[src/ptt_pkg.sv]
// ----------------------------------------------------------------------------
// Periodic timer table package
// Shared sizes, codes and the entry and cell command types.
// ----------------------------------------------------------------------------
package ptt_pkg;

   localparam int MAX_TIMERS   = 16;
   localparam int TICK_BITS    = 32;
   localparam int NOW_BITS     = 32;
   localparam int PERIOD_BITS  = 32;
   localparam int HANDLE_BITS  = 4;
   localparam int HANDLE_COUNT = 16;
   localparam int OPCODE_BITS  = 2;
   localparam int KIND_BITS    = 2;
   localparam int CNT_BITS     = $clog2(MAX_TIMERS + 1);
   localparam int IDX_BITS     = (MAX_TIMERS > 1) ? $clog2(MAX_TIMERS) : 1;
   localparam int CMP_BITS     = (TICK_BITS > PERIOD_BITS) ? TICK_BITS : PERIOD_BITS;

   typedef enum logic [OPCODE_BITS-1:0] {
      OP_REGISTER   = 2'd0,
      OP_UNREGISTER = 2'd1,
      OP_TICK       = 2'd2,
      OP_NOP        = 2'd3
   } opcode_type;

   typedef enum logic [KIND_BITS-1:0] {
      KIND_REGISTERED = 2'd0,
      KIND_FIRED      = 2'd1,
      KIND_DONE       = 2'd2,
      KIND_FULL       = 2'd3
   } kind_type;

   typedef enum logic [1:0] {
      ST_IDLE,
      ST_WALK,
      ST_DONE
   } state_type;

   typedef struct packed {
      logic [HANDLE_BITS-1:0] handle;
      logic [PERIOD_BITS-1:0] period;
      logic [TICK_BITS-1:0]   last;
   } entry_type;

   typedef struct packed {
      logic [MAX_TIMERS-1:0]  load_en;
      logic [MAX_TIMERS-1:0]  shift_en;
      entry_type              load_entry;
      entry_type              wrap_entry;
      logic [HANDLE_BITS-1:0] match_id;
   } cell_cmd_type;

endpackage

[src/ptt_cell.sv]
// ----------------------------------------------------------------------------
// Timer cell
// Holds one list entry; loads a new timer or takes its upper neighbor's entry.
// ----------------------------------------------------------------------------
module ptt_cell (
   input  logic                            clock,
   input  logic                            load_en,
   input  logic                            shift_en,
   input  ptt_pkg::entry_type              load_entry,
   input  ptt_pkg::entry_type              next_entry,
   input  logic [ptt_pkg::HANDLE_BITS-1:0] match_id,
   output ptt_pkg::entry_type              entry,
   output logic                            match
);
   import ptt_pkg::*;

   entry_type entry_ff;
   entry_type entry_in;

   // pick load, neighbor shift or hold
   always_comb begin
      entry_in = entry_ff;
      if (load_en) begin
         entry_in = load_entry;
      end else if (shift_en) begin
         entry_in = next_entry;
      end
   end

   always_ff @(posedge clock) begin
      entry_ff <= entry_in;
   end

   assign entry = entry_ff;
   assign match = (entry_ff.handle == match_id);

endmodule

[src/ptt_seq.sv]
// ----------------------------------------------------------------------------
// Timer table sequencer
// Decodes commands, tracks count and handles, drives the cell row and results.
// ----------------------------------------------------------------------------
module ptt_seq (
   input  logic                            clock,
   input  logic                            reset,
   input  logic                            start,
   output logic                            busy,
   input  logic [ptt_pkg::OPCODE_BITS-1:0] req_opcode,
   input  logic [ptt_pkg::NOW_BITS-1:0]    req_now_tick,
   input  logic [ptt_pkg::PERIOD_BITS-1:0] req_period,
   input  logic [ptt_pkg::HANDLE_BITS-1:0] req_timer_id,
   input  ptt_pkg::entry_type              head_entry,
   input  logic [ptt_pkg::MAX_TIMERS-1:0]  match_vec,
   output ptt_pkg::cell_cmd_type           cmd,
   output logic                            rsp_strobe,
   output logic [ptt_pkg::KIND_BITS-1:0]   rsp_kind,
   output logic [ptt_pkg::HANDLE_BITS-1:0] rsp_result_id,
   output logic                            rsp_last_of_run
);
   import ptt_pkg::*;

   state_type               state_ff, state_in;
   logic [IDX_BITS-1:0]     step_ff, step_in;
   logic [TICK_BITS-1:0]    now_ff, now_in;
   logic [CNT_BITS-1:0]     count_ff, count_in;
   logic [HANDLE_COUNT-1:0] in_use_ff, in_use_in;
   logic                    strobe_ff, strobe_in;
   kind_type                kind_ff, kind_in;
   logic [HANDLE_BITS-1:0]  id_ff, id_in;
   logic                    last_ff, last_in;

   logic [TICK_BITS-1:0]    req_now;
   logic [HANDLE_BITS-1:0]  free_handle;
   logic                    table_full;
   logic [MAX_TIMERS-1:0]   slot_sel;
   logic [MAX_TIMERS-1:0]   shift_mask;
   logic                    found;
   logic [TICK_BITS-1:0]    elapsed;
   logic                    fire;
   entry_type               wrap_entry;

   assign req_now = TICK_BITS'(req_now_tick);

   // find the lowest free handle
   always_comb begin
      free_handle = '0;
      for (int i = HANDLE_COUNT - 1; i >= 0; i--) begin
         if (!in_use_ff[i]) begin
            free_handle = HANDLE_BITS'(i);
         end
      end
   end

   assign table_full = (count_ff == CNT_BITS'(MAX_TIMERS)) || (&in_use_ff);

   // select the append slot and the cells that close the gap on removal
   always_comb begin
      logic run;
      run = 1'b0;
      for (int j = 0; j < MAX_TIMERS; j++) begin
         slot_sel[j] = (count_ff == CNT_BITS'(j));
         run = run | (match_vec[j] & (CNT_BITS'(j) < count_ff));
         shift_mask[j] = run;
      end
      found = run;
   end

   // test the head entry against the latched tick
   assign elapsed = now_ff - head_entry.last;
   assign fire    = (CNT_BITS'(step_ff) < count_ff) &&
                    (CMP_BITS'(elapsed) >= CMP_BITS'(head_entry.period));

   always_comb begin
      wrap_entry = head_entry;
      if (fire) begin
         wrap_entry.last = now_ff;
      end
   end

   // next state, bookkeeping and result beat
   always_comb begin
      state_in  = state_ff;
      step_in   = step_ff;
      now_in    = now_ff;
      count_in  = count_ff;
      in_use_in = in_use_ff;
      strobe_in = 1'b0;
      kind_in   = KIND_DONE;
      id_in     = '0;
      last_in   = 1'b1;

      cmd.load_en           = '0;
      cmd.shift_en          = '0;
      cmd.load_entry.handle = free_handle;
      cmd.load_entry.period = req_period;
      cmd.load_entry.last   = req_now;
      cmd.wrap_entry        = wrap_entry;
      cmd.match_id          = req_timer_id;

      case (state_ff)
         ST_IDLE: begin
            if (start) begin
               case (opcode_type'(req_opcode))
                  OP_REGISTER: begin
                     strobe_in = 1'b1;
                     if (table_full) begin
                        kind_in = KIND_FULL;
                     end else begin
                        kind_in     = KIND_REGISTERED;
                        id_in       = free_handle;
                        cmd.load_en = slot_sel;
                        count_in    = count_ff + CNT_BITS'(1);
                        in_use_in   = in_use_ff | (HANDLE_COUNT'(1) << free_handle);
                     end
                  end
                  OP_UNREGISTER: begin
                     strobe_in = 1'b1;
                     if (found) begin
                        cmd.shift_en = shift_mask;
                        count_in     = count_ff - CNT_BITS'(1);
                        in_use_in    = in_use_ff & ~(HANDLE_COUNT'(1) << req_timer_id);
                     end
                  end
                  OP_TICK: begin
                     state_in = ST_WALK;
                     step_in  = '0;
                     now_in   = req_now;
                  end
                  default: begin
                     strobe_in = 1'b1;
                  end
               endcase
            end
         end
         ST_WALK: begin
            // rotate the ring one place; the head goes to the tail
            cmd.shift_en = '1;
            if (fire) begin
               strobe_in = 1'b1;
               kind_in   = KIND_FIRED;
               id_in     = head_entry.handle;
               last_in   = 1'b0;
            end
            step_in = IDX_BITS'(step_ff + 1'b1);
            if (step_ff == IDX_BITS'(MAX_TIMERS - 1)) begin
               state_in = ST_DONE;
            end
         end
         ST_DONE: begin
            strobe_in = 1'b1;
            state_in  = ST_IDLE;
         end
         default: begin
            state_in = ST_IDLE;
         end
      endcase
   end

   // control registers
   always_ff @(posedge clock) begin
      if (reset) begin
         state_ff  <= ST_IDLE;
         count_ff  <= '0;
         in_use_ff <= '0;
         strobe_ff <= 1'b0;
      end else begin
         state_ff  <= state_in;
         count_ff  <= count_in;
         in_use_ff <= in_use_in;
         strobe_ff <= strobe_in;
      end
   end

   // payload registers
   always_ff @(posedge clock) begin
      step_ff <= step_in;
      now_ff  <= now_in;
      kind_ff <= kind_in;
      id_ff   <= id_in;
      last_ff <= last_in;
   end

   assign busy            = (state_ff != ST_IDLE);
   assign rsp_strobe      = strobe_ff;
   assign rsp_kind        = kind_ff;
   assign rsp_result_id   = id_ff;
   assign rsp_last_of_run = last_ff;

endmodule

[src/periodic_timer_table.sv]
// Register, unregister and no-op commands leave busy low, so the next one
// may start at once; each result beat is registered and appears in the cycle
// after start. A tick rotates the whole cell ring once, one entry per cycle,
// holding busy through the walk and done states; its fired and done beats
// are registered likewise. Results cannot be stalled. Synchronous reset
// empties the table and frees all handles; entry contents stay as they are.
// ----------------------------------------------------------------------------
// Periodic timer table
// Ordered list of periodic timers held in a ring of cells with a sequencer.
// ----------------------------------------------------------------------------
module periodic_timer_table (
   input  logic                            clock,
   input  logic                            reset,
   input  logic                            start,
   output logic                            busy,
   input  logic [ptt_pkg::OPCODE_BITS-1:0] req_opcode,
   input  logic [ptt_pkg::NOW_BITS-1:0]    req_now_tick,
   input  logic [ptt_pkg::PERIOD_BITS-1:0] req_period,
   input  logic [ptt_pkg::HANDLE_BITS-1:0] req_timer_id,
   output logic                            rsp_strobe,
   output logic [ptt_pkg::KIND_BITS-1:0]   rsp_kind,
   output logic [ptt_pkg::HANDLE_BITS-1:0] rsp_result_id,
   output logic                            rsp_last_of_run
);
   import ptt_pkg::*;

   cell_cmd_type          cmd;
   entry_type             cell_entry [MAX_TIMERS];
   logic [MAX_TIMERS-1:0] match_vec;

   ptt_seq u_seq (
      .clock           (clock),
      .reset           (reset),
      .start           (start),
      .busy            (busy),
      .req_opcode      (req_opcode),
      .req_now_tick    (req_now_tick),
      .req_period      (req_period),
      .req_timer_id    (req_timer_id),
      .head_entry      (cell_entry[0]),
      .match_vec       (match_vec),
      .cmd             (cmd),
      .rsp_strobe      (rsp_strobe),
      .rsp_kind        (rsp_kind),
      .rsp_result_id   (rsp_result_id),
      .rsp_last_of_run (rsp_last_of_run)
   );

   // build the ring; the last cell takes the head back with its stamp
   for (genvar j = 0; j < MAX_TIMERS; j++) begin : g_cell
      entry_type next_entry;

      if (j == MAX_TIMERS - 1) begin : g_tail
         assign next_entry = cmd.wrap_entry;
      end else begin : g_body
         assign next_entry = cell_entry[j+1];
      end

      ptt_cell u_cell (
         .clock      (clock),
         .load_en    (cmd.load_en[j]),
         .shift_en   (cmd.shift_en[j]),
         .load_entry (cmd.load_entry),
         .next_entry (next_entry),
         .match_id   (cmd.match_id),
         .entry      (cell_entry[j]),
         .match      (match_vec[j])
      );
   end

endmodule

[config.mk]
export PLATFORM = sky130hd
export DESIGN_NAME = periodic_timer_table
export DESIGN_NICKNAME = d
export VERILOG_FILES = /design/src/ptt_pkg.sv /design/src/ptt_cell.sv /design/src/ptt_seq.sv /design/src/periodic_timer_table.sv
export SDC_FILE = /design/constraint.sdc
export NUM_CORES = 2
export LEC_CHECK = 0
export ABC_CLOCK_PERIOD_IN_PS = 4500
export BUFFER_PORTS_ARGS = -buffer_cell sky130_fd_sc_hd__buf_2
export CORE_MARGIN = 2
export CORE_UTILIZATION = 30
export DETAILED_ROUTE_END_ITERATION = 10
export PLACE_DENSITY_LB_ADDON = 0.08
export SLEW_MARGIN = 10
export SYNTH_ARGS = -nofsm -noshare
export SYNTH_HDL_FRONTEND = slang
export SYNTH_HIERARCHICAL = 1
export SYNTH_SLANG_ARGS = --single-unit
[constraint.sdc]
create_clock -name clock -period 4.5 [get_ports clock]
set_input_delay 0.45 -clock clock [delete_from_list [all_inputs] [get_ports clock]]
set_output_delay 0.45 -clock clock [all_outputs]
set_load 0.1 [all_outputs]
==> reports/qor.yml <==
outcome:
  outcome: "complete, but fails checks"
  violations: "setup timing"
logic_synthesis:
  synth_cell_types: 62
  ys_seq_area_share_pct: 63.7
  ys.flop_type: "edfxtp_1"
  synthTopCellsByArea: "edfxtp_1 63%, mux2_2 20%, mux2_4 4.0%"
  yosys_register_bits: 1155
  yosysTopAreaCellShare_pct: 62.6
  avgSynthCellArea_um2: 16.8
  synth_top_area_cell: "edfxtp_1"
  synthMostInstantiatedCell: "edfxtp_1"
  synth.top_cells.by_count: "1,124 x edfxtp_1, 976 x mux2_2, 144 x mux2_4, 104 x buf_4, 88 x inv_1"
  async_flop_share_pct: 0
  synth_edf_count: 1124
  syn_inst: 3218
  synth_nets: 3364
  ys_warn_count: 6
  syn-cell-area_um2: 53900
finish:
  finalNetCount: 3496
  stdcell_count: 5818
  areaGrowthSynthToFinish_pct: 15.3
  final_area_um2: 62200
  diodes: 0
  drive_above_1_share_pct: 46.6
  final_util_pct: 34.8
routing:
  drtIter0Drc: 2056
  wirelength_um: 144000
  drc: 0
  ant_nets: 0
  via_per_inst: 4.83
  vias: 28100
  dr.pass1.iters: 6
  wire_per_inst_um: 24.7
floorplanning:
  die_y_um: 428
  core_um2: 179000
  dieArea_um2: 183000
  initial_utilization_pct: 30.2
  die_w_um: 428
  rows: 155
  boundaryPins: 82
critical_path:
  endpoint_kind: "register"
  startpoint_type: "register"
  worstPathRequired_ns: 5.02
  arrival_ns: 5.39
  critPathKind: "register to register"
  crit_fanout: 8
  r2r_cells: 26
hold_path:
  hold_path_class: "primary input to register"
  hold_depth: 1
global_routing:
  grt_pass1_vias: 30600
  antenna_found_initial: 5
  grtUsageTotal_pct: 15.5
  overflow: 0
  grt_max_degree: 70
  grt_pass1_wl_um: 214000
sta:
  setup_viol: 32
  drv_slew: 0
  period_share_pct: 108
  whs_ns: 0.0888
  rsz0062_at_grt: "true"
  fmax_mhz: 205
  worst_slew_pin_slew_ns: 1.32
  hold_violations: 0
  worst_slack_ns: -0.371
  slew_headroom_pct: 12.1
  period_minus_slack_ns: 4.87
  fin_skew_ns: 0.0308
power_and_ir_drop:
  irDropWorstVdd_mv: 0.268
  power_frac_seq_pct: 50.0
  p_leak_nw: 20.8
  comb_power_share_pct: 5.8
  power_switching_mw: 5.51
  total_power_mw: 24.3
  swShare_pct: 22.7
  power_density_nw_per_um2: 390
  p_int_mw: 18.7
  p_clk_share_pct: 44.3
clock_tree:
  h-tree-depth: 4
  root_buffer: "clkbuf_16"
  tritoncts.num_buffers: 140
  clock_sinks: 1155
  path_clk_slew_ns: 0.06
  cts_max_path_buffers: 3
  clock_latency_ns: 0.78
  cts_tree: "yes"
placement:
  placed_area_um2: 57600
  hpwlAfterDp_um: 84800
  gp_congestion: 0.881
  port_buffers: 81
  dp_cells: 5552
job:
  cap_viol_max_count: 0
[worst paths after layout]
kind / startpoint / endpoint / slack, ns
worst max-delay path: u_seq/now_ff[0]$_DFFE_PP_ / g_cell[15].u_cell/entry[6]$_DFFE_PP_ / -0.37
worst min-delay path: req_now_tick[20] / u_seq/now_ff[20]$_DFFE_PP_ / 0.09
worst max register to register: u_seq/now_ff[0]$_DFFE_PP_ / g_cell[15].u_cell/entry[6]$_DFFE_PP_ / -0.37
worst min register to register: g_cell[10].u_cell/entry[60]$_DFFE_PP_ / g_cell[9].u_cell/entry[60]$_DFFE_PP_ / 0.53
[registers in the layout, summed over array words and instances, names as in the netlist, 2 cells and up]
name	cells
u_seq/rsp_kind	2
u_seq/rsp_result_id	4
g_cell.u_cell/entry	1088
u_seq/count_ff	5
u_seq/in_use_ff	16
u_seq/step_ff	4
u_seq/now_ff	32
u_seq/state_ff	2
[what timing repair did]
item                       in CTS  in global routing
gates resized for setup        30                 27
gates cloned                    1                  0
hold endpoints to repair        8                  0
setup endpoints to repair      40                 40
pin swaps                      14                 15
hold buffers                    3                  0
setup buffers                   6                  3
[area by class of cell]
cell class                      instances  area, µm²
Fill cell                           17000     116000
Sequential cell                      1155      34400
Multi-Input combinational cell       1728      17900
Clock buffer                          185       3800
Tap cell                             2355       2950
Timing Repair Buffer                  237       2330
Clock inverter                         70        508
Inverter                               88        330
[cell families after synthesis]
group / Yosys count / synth area share [%]
DFF: 1155 / 63.7
AOI/OAI and AO/OA: 209 / 2.53
xor gates and xnor gates: 98 / 1.59
muxes: 1120 / 24.4
adders and majority gates: 73 / 1.71
and+or+nand+nor: 228 / 2.15
buffers and inverters: 335 / 3.92
[layer usage]
metal  track usage [%]  vias to the layer above  share of wire, %
li1                  -                    12500                 -
met1              21.8                    14900                48
met2              24.9                      480                46
met3              2.36                      202               3.0
met4              4.24                        2               2.1
met5                 0                        -            0.0090
[worst max-delay path, cell delays in order (launching register included)]
cell and delay (ns):
edfxtp_1 0.41, inv_2 0.09, ha_4 0.13, inv_2 0.04, fa_2 0.33, a211o_1 0.34
a21oi_2 0.22, o2bb2ai_4 0.12, buf_6 0.13, a31oi_2 0.16, buf_4 0.15, o21ba_4 0.15
nor2_1 0.04, nor2_1 0.10, xnor2_1 0.08, ha_2 0.18, a21o_1 0.17, a21o_1 0.15
a21o_1 0.15, a211o_1 0.27, o2111ai_2 0.08, a21oi_2 0.11, nor2_4 0.17, buf_6 0.14
buf_12 0.14, mux2_4 0.30, mux2_2 0.26
[metrics by stage]
stage                     TNS, ns  setup slack [ns]
after floorplan             -3.93            -0.134
after global placement     -23.17            -0.665
after detailed placement   -20.73            -0.630
after CTS                  -13.61            -0.453
after global routing       -19.89            -0.627
final                      -10.56            -0.371
[power by group through the flow]
stage	Clock (mW)	Sequential (mW)	Combinational (mW)
after floorplan	0	12.3	0.866
after global placement	0	12.3	1.36
after detailed placement	0	12.3	1.37
after CTS	11.2	12.1	1.42
after global routing	11.5	12.1	1.53
final	10.7	12.1	1.40
[cells in the final DEF, fill, tap and decap left out, drive strengths merged, types with 31 or more instances in the layout]
cell / count
clkbuf: 185
mux2: 1120
edfxtp: 1124
buf: 234
nand2: 42
a21oi: 50
clkinv: 60
xor2: 76
a21o: 32
o21ai: 45
nor2: 61
dfxtp: 31
inv: 94
ha: 72
Power figures use the tool's default switching activity.
